$ cat config.mk
export PLATFORM = sky130hd
export DESIGN_NAME = fixed_partition_fit_allocator_top
export DESIGN_NICKNAME = d
export VERILOG_FILES = /design/src/design/fpfa_pkg.sv /design/src/design/fixed_partition_fit_allocator_top.sv /design/src/design/fpfa_ram.sv /design/src/design/fpfa_fit_unit.sv
export SDC_FILE = /design/constraint.sdc
export NUM_CORES = 1
export LEC_CHECK = 0
export CORE_MARGIN = 2
export CORE_UTILIZATION = 65
export CTS_CLUSTER_DIAMETER = 120
export CTS_CLUSTER_SIZE = 14
export DETAILED_ROUTE_END_ITERATION = 10
export DONT_BUFFER_PORTS = 1
export PLACE_DENSITY = 0.88
export SLEW_MARGIN = 20
export SYNTH_ARGS = -nofsm -noshare
export SYNTH_HDL_FRONTEND = slang
export SYNTH_SLANG_ARGS = --single-unit
$ cat constraint.sdc
create_clock -name clk -period 8.9 [get_ports clk]
set_input_delay 1.78 -clock clk [delete_from_list [all_inputs] [get_ports clk]]
set_output_delay 1.78 -clock clk [all_outputs]
set_load 0.02 [all_outputs]
$ cat src/design/fpfa_pkg.sv
package fpfa_pkg;

  typedef enum logic [1:0] {
    OP_LOAD  = 2'd0,
    OP_ALLOC = 2'd1,
    OP_CLEAR = 2'd2,
    OP_NOP   = 2'd3
  } op_e;

  typedef enum logic [1:0] {
    POL_FIRST = 2'd0,
    POL_BEST  = 2'd1,
    POL_WORST = 2'd2,
    POL_ALT   = 2'd3
  } policy_e;

  typedef enum logic [1:0] {
    S_IDLE,
    S_SCAN,
    S_FINISH
  } fsm_e;

  localparam logic [1:0] ST_DONE  = 2'd0;
  localparam logic [1:0] ST_GRANT = 2'd1;
  localparam logic [1:0] ST_NONE  = 2'd2;

  localparam logic [1:0] REG_FIT_POLICY = 2'd0;
  localparam logic [1:0] REG_PART_COUNT = 2'd1;

  localparam int REQ_BITS  = 16;
  localparam int CFG_BITS  = 5;
  localparam int GIDX_BITS = 4;

  typedef struct packed {
    op_e                   opcode;
    logic [3:0]            partition_index;
    logic [REQ_BITS-1:0]   size_value;
  } in_item_t;

  typedef struct packed {
    logic [1:0]            status;
    logic [GIDX_BITS-1:0]  granted_index;
  } out_item_t;

  typedef struct packed {
    logic start;
    logic sample;
  } fit_ctl_t;

endpackage

$ cat src/design/fixed_partition_fit_allocator_top.sv
// fixed-partition fit allocator
// in channel (in_valid/in_stall/in_data) carries one item: a load of one
// partition size, an allocate request of a given size, a clear of all
// occupancy, or a no-op. out channel (out_valid/out_stall/out_data) returns
// exactly one result item per input item, in order.
// cfg port (cfg_we/cfg_index/cfg_wdata) sets fit policy (index 0) and the
// number of searched partitions (index 1); write only while idle.
// load, clear and no-op go from accept to the finish state, then to the output register.
// an allocate walks the partitions below the count through one shared set of
// size comparators, one partition per cycle, behind a registered table read.
// in_stall is high from accept until the result is loaded into the output
// register; a result waiting there does not block the next accept, but the
// following result waits until out_stall drops.
// reset clears all occupied bits, sets fit policy to first fit and the
// count to 16; partition sizes are undefined until loaded.
module fixed_partition_fit_allocator_top
  import fpfa_pkg::*;
#(
  parameter int NUM_PARTITIONS = 16,
  parameter int SIZE_BITS      = 16
) (
  input  logic                clk,
  input  logic                rst_n,
  input  logic                in_valid,
  output logic                in_stall,
  input  in_item_t            in_data,
  output logic                out_valid,
  input  logic                out_stall,
  output out_item_t           out_data,
  input  logic                cfg_we,
  input  logic [1:0]          cfg_index,
  input  logic [CFG_BITS-1:0] cfg_wdata
);

  localparam int IDX_W = (NUM_PARTITIONS > 1) ? $clog2(NUM_PARTITIONS) : 1;
  localparam int LIM_W = $clog2(NUM_PARTITIONS + 1);
  localparam int CMP_W = (LIM_W > CFG_BITS) ? LIM_W : CFG_BITS;

  fsm_e                state_r, state_nxt;
  policy_e             policy_r;
  logic [CFG_BITS-1:0] count_r;
  op_e                 op_r;
  logic [REQ_BITS-1:0] req_r;
  logic [LIM_W-1:0]    limit_r;
  logic [LIM_W-1:0]    limit_w;
  logic [IDX_W-1:0]    scan_addr_r;
  logic                issue_done_r;
  logic                rd_vld_r;
  logic [IDX_W-1:0]    rd_idx_r;
  logic                busy_q_r;
  logic [NUM_PARTITIONS-1:0] busy_r;
  logic                out_valid_r;
  out_item_t           out_data_r;

  logic                in_acc;
  logic                issue;
  logic                last_issue;
  logic                last_read;
  logic                fin_go;
  logic                load_we;
  logic [SIZE_BITS-1:0] rd_size;
  logic                found;
  logic [IDX_W-1:0]    pick_idx;
  fit_ctl_t            fit_ctl;

  always_comb begin
    if (CMP_W'(count_r) > CMP_W'(NUM_PARTITIONS)) begin
      limit_w = LIM_W'(NUM_PARTITIONS);
    end else begin
      limit_w = LIM_W'(count_r);
    end
  end

  // next state
  always_comb begin
    state_nxt = state_r;
    case (state_r)
      S_IDLE: begin
        if (in_acc) begin
          if (in_data.opcode == OP_ALLOC && limit_w != '0) begin
            state_nxt = S_SCAN;
          end else begin
            state_nxt = S_FINISH;
          end
        end
      end
      S_SCAN: begin
        if (last_read) begin
          state_nxt = S_FINISH;
        end
      end
      S_FINISH: begin
        if (fin_go) begin
          state_nxt = S_IDLE;
        end
      end
      default: state_nxt = S_IDLE;
    endcase
  end

  // control outputs
  always_comb begin
    in_stall   = (state_r != S_IDLE);
    in_acc     = in_valid && (state_r == S_IDLE);
    issue      = (state_r == S_SCAN) && !issue_done_r;
    last_issue = LIM_W'(scan_addr_r) == (limit_r - LIM_W'(1));
    last_read  = rd_vld_r && (LIM_W'(rd_idx_r) == (limit_r - LIM_W'(1)));
    fin_go     = (state_r == S_FINISH) && (!out_valid_r || !out_stall);
    load_we    = in_acc && (in_data.opcode == OP_LOAD) &&
                 (32'(in_data.partition_index) < 32'(NUM_PARTITIONS));
    fit_ctl.start  = in_acc;
    fit_ctl.sample = rd_vld_r;
  end

  always_ff @(posedge clk) begin
    if (!rst_n) begin
      state_r <= S_IDLE;
    end else begin
      state_r <= state_nxt;
    end
  end

  always_ff @(posedge clk) begin
    if (!rst_n) begin
      policy_r <= POL_FIRST;
      count_r  <= CFG_BITS'(16);
    end else if (cfg_we) begin
      case (cfg_index)
        REG_FIT_POLICY: policy_r <= policy_e'(cfg_wdata[1:0]);
        REG_PART_COUNT: count_r  <= cfg_wdata;
        default: ;
      endcase
    end
  end

  always_ff @(posedge clk) begin
    if (in_acc) begin
      op_r    <= in_data.opcode;
      req_r   <= in_data.size_value;
      limit_r <= limit_w;
    end
  end

  always_ff @(posedge clk) begin
    if (!rst_n) begin
      scan_addr_r  <= '0;
      issue_done_r <= 1'b0;
      rd_vld_r     <= 1'b0;
    end else begin
      rd_vld_r <= issue;
      if (in_acc) begin
        scan_addr_r  <= '0;
        issue_done_r <= 1'b0;
      end else if (issue) begin
        if (last_issue) begin
          issue_done_r <= 1'b1;
        end else begin
          scan_addr_r <= scan_addr_r + IDX_W'(1);
        end
      end
    end
  end

  always_ff @(posedge clk) begin
    rd_idx_r <= scan_addr_r;
    busy_q_r <= busy_r[scan_addr_r];
  end

  always_ff @(posedge clk) begin
    if (!rst_n) begin
      busy_r <= '0;
    end else if (in_acc && in_data.opcode == OP_CLEAR) begin
      busy_r <= '0;
    end else if (fin_go && op_r == OP_ALLOC && found) begin
      busy_r[pick_idx] <= 1'b1;
    end
  end

  always_ff @(posedge clk) begin
    if (!rst_n) begin
      out_valid_r <= 1'b0;
    end else if (fin_go) begin
      out_valid_r <= 1'b1;
    end else if (!out_stall) begin
      out_valid_r <= 1'b0;
    end
  end

  always_ff @(posedge clk) begin
    if (fin_go) begin
      if (op_r == OP_ALLOC && found) begin
        out_data_r.status        <= ST_GRANT;
        out_data_r.granted_index <= GIDX_BITS'(pick_idx);
      end else if (op_r == OP_ALLOC) begin
        out_data_r.status        <= ST_NONE;
        out_data_r.granted_index <= '0;
      end else begin
        out_data_r.status        <= ST_DONE;
        out_data_r.granted_index <= '0;
      end
    end
  end

  assign out_valid = out_valid_r;
  assign out_data  = out_data_r;

  fpfa_ram #(
    .DEPTH (NUM_PARTITIONS),
    .WIDTH (SIZE_BITS),
    .AW    (IDX_W)
  ) u_size_ram (
    .clk   (clk),
    .we    (load_we),
    .waddr (IDX_W'(in_data.partition_index)),
    .wdata (SIZE_BITS'(in_data.size_value)),
    .raddr (scan_addr_r),
    .rdata (rd_size)
  );

  fpfa_fit_unit #(
    .IDX_W     (IDX_W),
    .SIZE_BITS (SIZE_BITS)
  ) u_fit (
    .clk      (clk),
    .rst_n    (rst_n),
    .ctl      (fit_ctl),
    .policy   (policy_r),
    .req      (req_r),
    .rd_idx   (rd_idx_r),
    .rd_size  (rd_size),
    .rd_busy  (busy_q_r),
    .found    (found),
    .pick_idx (pick_idx)
  );

`ifndef SYNTH
  a_rd_only_in_scan: assert property (@(posedge clk) disable iff (!rst_n)
    rd_vld_r |-> state_r == S_SCAN)
    else $error("table read outside scan");

  a_out_from_finish: assert property (@(posedge clk) disable iff (!rst_n)
    $rose(out_valid) |-> $past(state_r == S_FINISH))
    else $error("result without finish state");

  a_index_zero: assert property (@(posedge clk) disable iff (!rst_n)
    (out_valid && out_data.status != ST_GRANT) |-> out_data.granted_index == '0)
    else $error("nonzero index without grant");

  a_grant_marks_busy: assert property (@(posedge clk) disable iff (!rst_n)
    (fin_go && op_r == OP_ALLOC && found) |=> busy_r[$past(pick_idx)])
    else $error("granted partition not marked busy");
`endif

endmodule

$ cat src/design/fpfa_ram.sv
module fpfa_ram
  import fpfa_pkg::*;
#(
  parameter int DEPTH = 16,
  parameter int WIDTH = 16,
  parameter int AW    = 4
) (
  input  logic             clk,
  input  logic             we,
  input  logic [AW-1:0]    waddr,
  input  logic [WIDTH-1:0] wdata,
  input  logic [AW-1:0]    raddr,
  output logic [WIDTH-1:0] rdata
);

  logic [WIDTH-1:0] mem [DEPTH];
  logic [WIDTH-1:0] rdata_r;

  always_ff @(posedge clk) begin
    if (we) begin
      mem[waddr] <= wdata;
    end
  end

  always_ff @(posedge clk) begin
    rdata_r <= mem[raddr];
  end

  assign rdata = rdata_r;

endmodule

$ cat src/design/fpfa_fit_unit.sv
module fpfa_fit_unit
  import fpfa_pkg::*;
#(
  parameter int IDX_W     = 4,
  parameter int SIZE_BITS = 16
) (
  input  logic                 clk,
  input  logic                 rst_n,
  input  fit_ctl_t             ctl,
  input  policy_e              policy,
  input  logic [REQ_BITS-1:0]  req,
  input  logic [IDX_W-1:0]     rd_idx,
  input  logic [SIZE_BITS-1:0] rd_size,
  input  logic                 rd_busy,
  output logic                 found,
  output logic [IDX_W-1:0]     pick_idx
);

  localparam int CW = (SIZE_BITS > REQ_BITS) ? SIZE_BITS : REQ_BITS;

  logic                 found_r;
  logic [IDX_W-1:0]     pick_idx_r;
  logic [SIZE_BITS-1:0] pick_size_r;
  logic                 elig;
  logic                 take;

  // one set of size comparators shared by every partition of the walk
  always_comb begin
    elig = !rd_busy && (CW'(rd_size) >= CW'(req));
    take = 1'b0;
    if (elig) begin
      if (!found_r) begin
        take = 1'b1;
      end else if (policy == POL_BEST) begin
        take = rd_size < pick_size_r;
      end else if (policy == POL_WORST) begin
        take = rd_size > pick_size_r;
      end
    end
  end

  always_ff @(posedge clk) begin
    if (!rst_n) begin
      found_r <= 1'b0;
    end else if (ctl.start) begin
      found_r <= 1'b0;
    end else if (ctl.sample && take) begin
      found_r <= 1'b1;
    end
  end

  always_ff @(posedge clk) begin
    if (ctl.sample && take) begin
      pick_idx_r  <= rd_idx;
      pick_size_r <= rd_size;
    end
  end

  assign found    = found_r;
  assign pick_idx = pick_idx_r;

endmodule
# Yosys cells after proc, flatten, opt, wreduce, memory -nomap -nowiden
# Memory sizes are Yosys's and may differ from the RTL's. A register that Yosys moved wholly into a read port is not among the register bits.
# Cells that the tools add are included.
[word_totals]
latchBits = 0
ff_bits = 87
n_memories = 1
mem_bits_ro = 0
elab_cells = 95
in_bits = 34
mem_bits_rw = 256
[memory_table]
columns = ["name", "depth", "width", "rd", "rd_clocked_by_memory_dff", "write_ports", "line", "rtl"]
rows = [
  ["u_size_ram.mem", 16, 16, 1, 1, 1, "fpfa_ram.sv:16", "logic [WIDTH-1:0] mem [DEPTH];"],
]
[classes]
addsub = 2
n_div = 0
mux = 20
magnitude_cmp = 7
eq_ne = 14
reduce_logical = 30
shift = 0
mul = 0
bitwise_logic = 3
[op_table]
columns = ["cell", "n"]
rows = [
  ["$ge A16 B16 Y1", 1],
  ["$gt A16 B16 Y1", 1],
  ["$lt A16 B16 Y1", 1],
  ["$or A16 B16 Y16", 1],
  ["$logic_and A1 B1 Y1", 13],
  ["$eq A2 B1 Y1 const B", 5],
  ["$eq A4 B5 Y1", 2],
  ["$lt A4 B5 Y1 const B", 2],
  ["$mux W1", 10],
  ["$mux W2", 4],
  ["$reduce_and A2 Y1", 4],
  ["$eq A2 B2 Y1 const B", 3],
  ["$logic_not A2 Y1", 3],
  ["$mux W6", 1],
  ["$ne A2 B2 Y1 const B", 3],
  ["$pmux W2 S3", 1],
  ["$gt A5 B5 Y1 const B", 1],
  ["$mux W5", 1],
  ["$reduce_bool A5 Y1", 1],
  ["$sub A5 B1 Y5 const B", 1],
  ["$add A4 B1 Y4 const B", 1],
  ["$bmux W1 S4", 1],
  ["$demux W1 S4", 1],
  ["$ge A4 B1 Y1 const B", 1],
  ["8 further kinds", 13],
]

# Logic depth before layout (Yosys ltp)
[depth]
depth_word = 7
depth_mapped = 7
depth_no_buf = 7

# Modules after synthesis
# From an unflattened synthesis, not the netlist that was laid out.
[hier_totals]
hier_cells = 791
area_unflattened_um2 = 14147.3
[by_module_without_submodules]
columns = ["mod", "seq_area_each_um2", "instances", "cells_per_inst", "area_each_um2"]
rows = [
  ["fpfa_ram", 8007.7, 1, 432, 10043.4],
  ["fixed_partition_fit_allocator_top", 1611.5, 1, 221, 2628.8],
  ["fpfa_fit_unit", 620.6, 1, 138, 1475.2],
]

# Worst setup path after synthesis
# No wires, ideal clock.
[synth_timing]
kind = "input-to-reg"
startpoint = "input in_valid"
endpoint = "memory u_size_ram.mem[0][0], enable pin"
arrival_time_ns = 3.939
path_stages = 4
n_path_buf = 0
setup_time_ns = 0.409
path_slack_ns = 4.552
required_ns = 8.491
cell_sequence = "or3b_1 > nor3_2 > or3b_1 > nor3_1"
[synth_between]
elab_chain_cells = 4
[synth_rtl]
columns = ["item", "line", "rtl"]
rows = [
  ["from (decl)", "fixed_partition_fit_allocator_top.sv:24", "input logic in_valid,"],
  ["$logic_and A1 B1 Y1", "fixed_partition_fit_allocator_top.sv:104", "in_acc = in_valid && (state_r == S_IDLE);"],
  ["$logic_and A1 B1 Y1", "fixed_partition_fit_allocator_top.sv:109", "load_we = in_acc && (in_data.opcode == OP_LOAD) &&"],
  ["$mux W1", "fpfa_ram.sv:20", "if (we) begin"],
  ["$mux W1 (implied by the code)", "fpfa_ram.sv:21", "mem[waddr] <= wdata;"],
  ["to (decl)", "fpfa_ram.sv:16", ""],
]
# Every way passes these cells.

# Worst setup path in the final report
[layout_timing]
startpoint = "input in_valid"
endpoint = "memory u_size_ram.mem[1][4], enable pin"
# Same word-level chain as after synthesis.

==> summary.txt <==
Status
  • Run status: finished, final reports clean

Setup path
  • Crit-path max cell delay: 0.66 ns
  • Slowest stage cell, crit path: nor2_2
  • Critical path cell sequence: or3b_1 > nor3_2 > or3b_1 > nor2_2
  • CP Capture Type: flip-flop
  • Reg2reg setup slack: 6.03 ns
  • CP max FO: 16
  • Startpoint types: input port
  • CP arrival: 3.84 ns
  • Most used cell, CP: or3b_1
  • Crit path kind: input port to flip-flop
  • Critical Path RT: 9.08 ns

Timing
  • Relative slew slack: 0.2680
  • Crit path time final: 3.656 ns
  • Setup_tns: 0 ns
  • # setup viols final: 0
  • Max-slew violations: 0
  • Worst-Margin Slew: 1.097 ns
  • RSZ-0062 raised after global routing: no
  • Clock Skew: 0.01078 ns
  • Hold Fails Final Rpt: 0
  • Achievable Freq: 273.5 MHz
  • Final Cycle Share: 0.4108

Synth
  • #FFs+latches synth: 359
  • Yosys warns: 0
  • Synth Flop Type: edfxtp_1
  • Syn nets: 804
  • Mean post-synth cell area: 19.09 sq um
  • Post-synthesis cell type count: 50
  • EDFF count, synth: 305
  • Mapped Area: 14050 sq um
  • Syn Inst Count: 736
  • Async S/R FF share, synth: 0
  • Sequential share of the synthesized area: 0.7290

Pwr
  • Worst vdd ir: 0.1521 mV
  • Total power: 3.106 mW
  • Pwr per Cell Area: 203.9 nW/um^2
  • Static leakage: 5.017 nW

Floorplan
  • Rows: 53
  • Chip width: 151.0 um
  • Core Area: 21090 sq um
  • I/O pins: 42
  • Vert. Die Dim: 151.0 um
  • Initial Util: 0.6661
  • Die ar.: 22800 sq um

Layout
  • P&R area growth vs syn: 8.409%
  • Share of cells above drive strength 1: 0.1958
  • ANT cells: 0
  • Fillers: 1189
  • Post-route insts no fill: 1041
  • Final nets: 824
  • Area of the multi-input gates: 3603 sq um
  • Sequential cell area: 10240 sq um

Clock tree
  • Clock Root Buffer: clkbuf_16
  • TritonCTS clock tree: yes
  • CTS max path bufs: 3
  • Clk sink count: 359
  • Setup Fix Bufs, Post-CTS: 0
  • Later-pin clock latency in the skew report: 0.56 ns
  • H-tree depth: 1
  • Clock Pin Slew Worst Setup and Hold Paths: 0.07 ns
  • Total CTS buffers: 29
  • Post-cts sizing count: 0
  • Hold buffers post-CTS: 0

Global route
  • Antenna violations before repair: 0
  • GRT Residual Overflow: 0
  • First-pass GRT wire length: 42710 um
  • GRT Total Usage: 0.2586
  • Vias in the first global route: 7277
  • Pin count of the biggest net entering global routing: 70

Placed design
  • Placed Cells: 999
  • PortBufs: 0
  • Post-detail-place hpwl: 17900 um
  • GPL Wtd Cong: 0.8476

Detailed routing
  • Via density: 6.569
  • Avg WL per Cell: 26.94 um
  • First drt pass iteration count: 5
  • Initial DRC Count: 701
  • Routed WL: 28040 um
  • Vias: 6838
  • DRT antenna net count: 0
  • Remaining DRCs: 0

Worst hold path
  • Worst hold path type: flip-flop to flip-flop

Run
  • Max cap viols: 0
## cell families (layout without fill, tap and decap cells)
kind of cell | Yosys count | after routing | share of synthesized area
fa+ha+maj | 34 | 34 | 0.03028
compound gates | 60 | 60 | 0.02832
flops | 359 | 359 | 0.7290
buf+inv | 62 | 92 | 0.01826
xor+xnor | 12 | 12 | 0.008997
mux | 93 | 93 | 0.1420
simple gates | 116 | 116 | 0.04320
## worst max-delay path, delay by kind of cell
family	cells	cell delay, ns
simple gates	4	2.06
## metrics by stage
step | hold slack [ns] | setup slack [ns] | util | cell area (sq um)
after floorplan | 0.3507 | 4.552 | - | 14050
after CTS | 0.3990 | 4.874 | 0.7210 | 15200
after global placement | 0.3768 | 4.553 | 0.6828 | 14400
after global routing | 0.4228 | 5.196 | 0.7221 | 15230
final | 0.3996 | 5.244 | 0.7221 | 15230
after detailed placement | 0.3865 | 4.334 | 0.6835 | 14410
## cells in the mapped netlist, drive strengths merged (5+ instances only)
master / n / area, sq um
a21o: 6 / 45.04
a21oi: 22 / 110.1
a31oi: 6 / 37.54
and2: 5 / 31.28
buf: 10 / 56.30
clkbuf: 13 / 48.80
dfxtp: 54 / 1081
edfxtp: 305 / 9159
ha: 34 / 425.4
inv: 38 / 142.6
mux2i: 8 / 80.08
mux4: 85 / 1914
nand2: 9 / 33.78
nand2b: 9 / 56.30
nand3: 6 / 30.03
nor2: 42 / 157.7
nor2b: 13 / 81.33
nor3: 11 / 65.06
xor2: 8 / 77.58
## registers in the layout, summed over array words and instances (netlist names), 2 cells and up
register,count
count_r,5
limit_r,5
out_data,6
state_r,2
policy_r,2
scan_addr_r,4
rd_idx_r,4
u_fit.pick_size_r,16
op_r,2
u_size_ram.rdata,16
busy_r,16
u_fit.pick_idx,4
req_r,16
u_size_ram.mem,256
## where the power goes
group	leakage (nW)	total (mW)	switching [mW]	internal (mW)
Combinational	1.43	0.0981	0.0534	0.0447
Sequential	3.20	1.87	0.0196	1.85
Clock	0.379	1.14	0.547	0.595
## worst paths after layout
check / start / end / cells past startpoint
worst max register to register: state_r[1] / u_size_ram.mem[1][4] / 4
worst min register to register: scan_addr_r[2] / rd_idx_r[2] / 0
worst max-delay path: in_valid / u_size_ram.mem[1][4] / 4
worst min-delay path: scan_addr_r[2] / rd_idx_r[2] / 0
## metal layers
metal / track usage / wire length [um] / share of wire / vias up
li1: - / - / - / 2955
met1: 0.3425 / 10600 / 0.38 / 3509
met2: 0.4593 / 14900 / 0.53 / 332
met3: 0.04488 / 2050 / 0.073 / 42
met4: 0.05374 / 492 / 0.018 / 0
met5: 0 / 0 / 0 / -
## layout make-up
type,count,share of cell area
clock buffer,39,0.05012
clock inverter,2,0.001808
inverter,39,0.009942
multi-input combinational,315,0.2366
sequential,359,0.6727
tap,275,0.02259
timing repair buffer,12,0.006162
## cell usage in the layout, fill, tap and decap left out, types with 10 or more instances in the layout
cell type,count
edfxtp_1,305
mux4_2,85
dfxtp_1,52
inv_1,37
nor2_1,35
ha_1,34
clkbuf_16,29
a21oi_1,22
nor2b_1,13
buf_4,11
clkbuf_1,10
(Power assumes the default switching activity.)
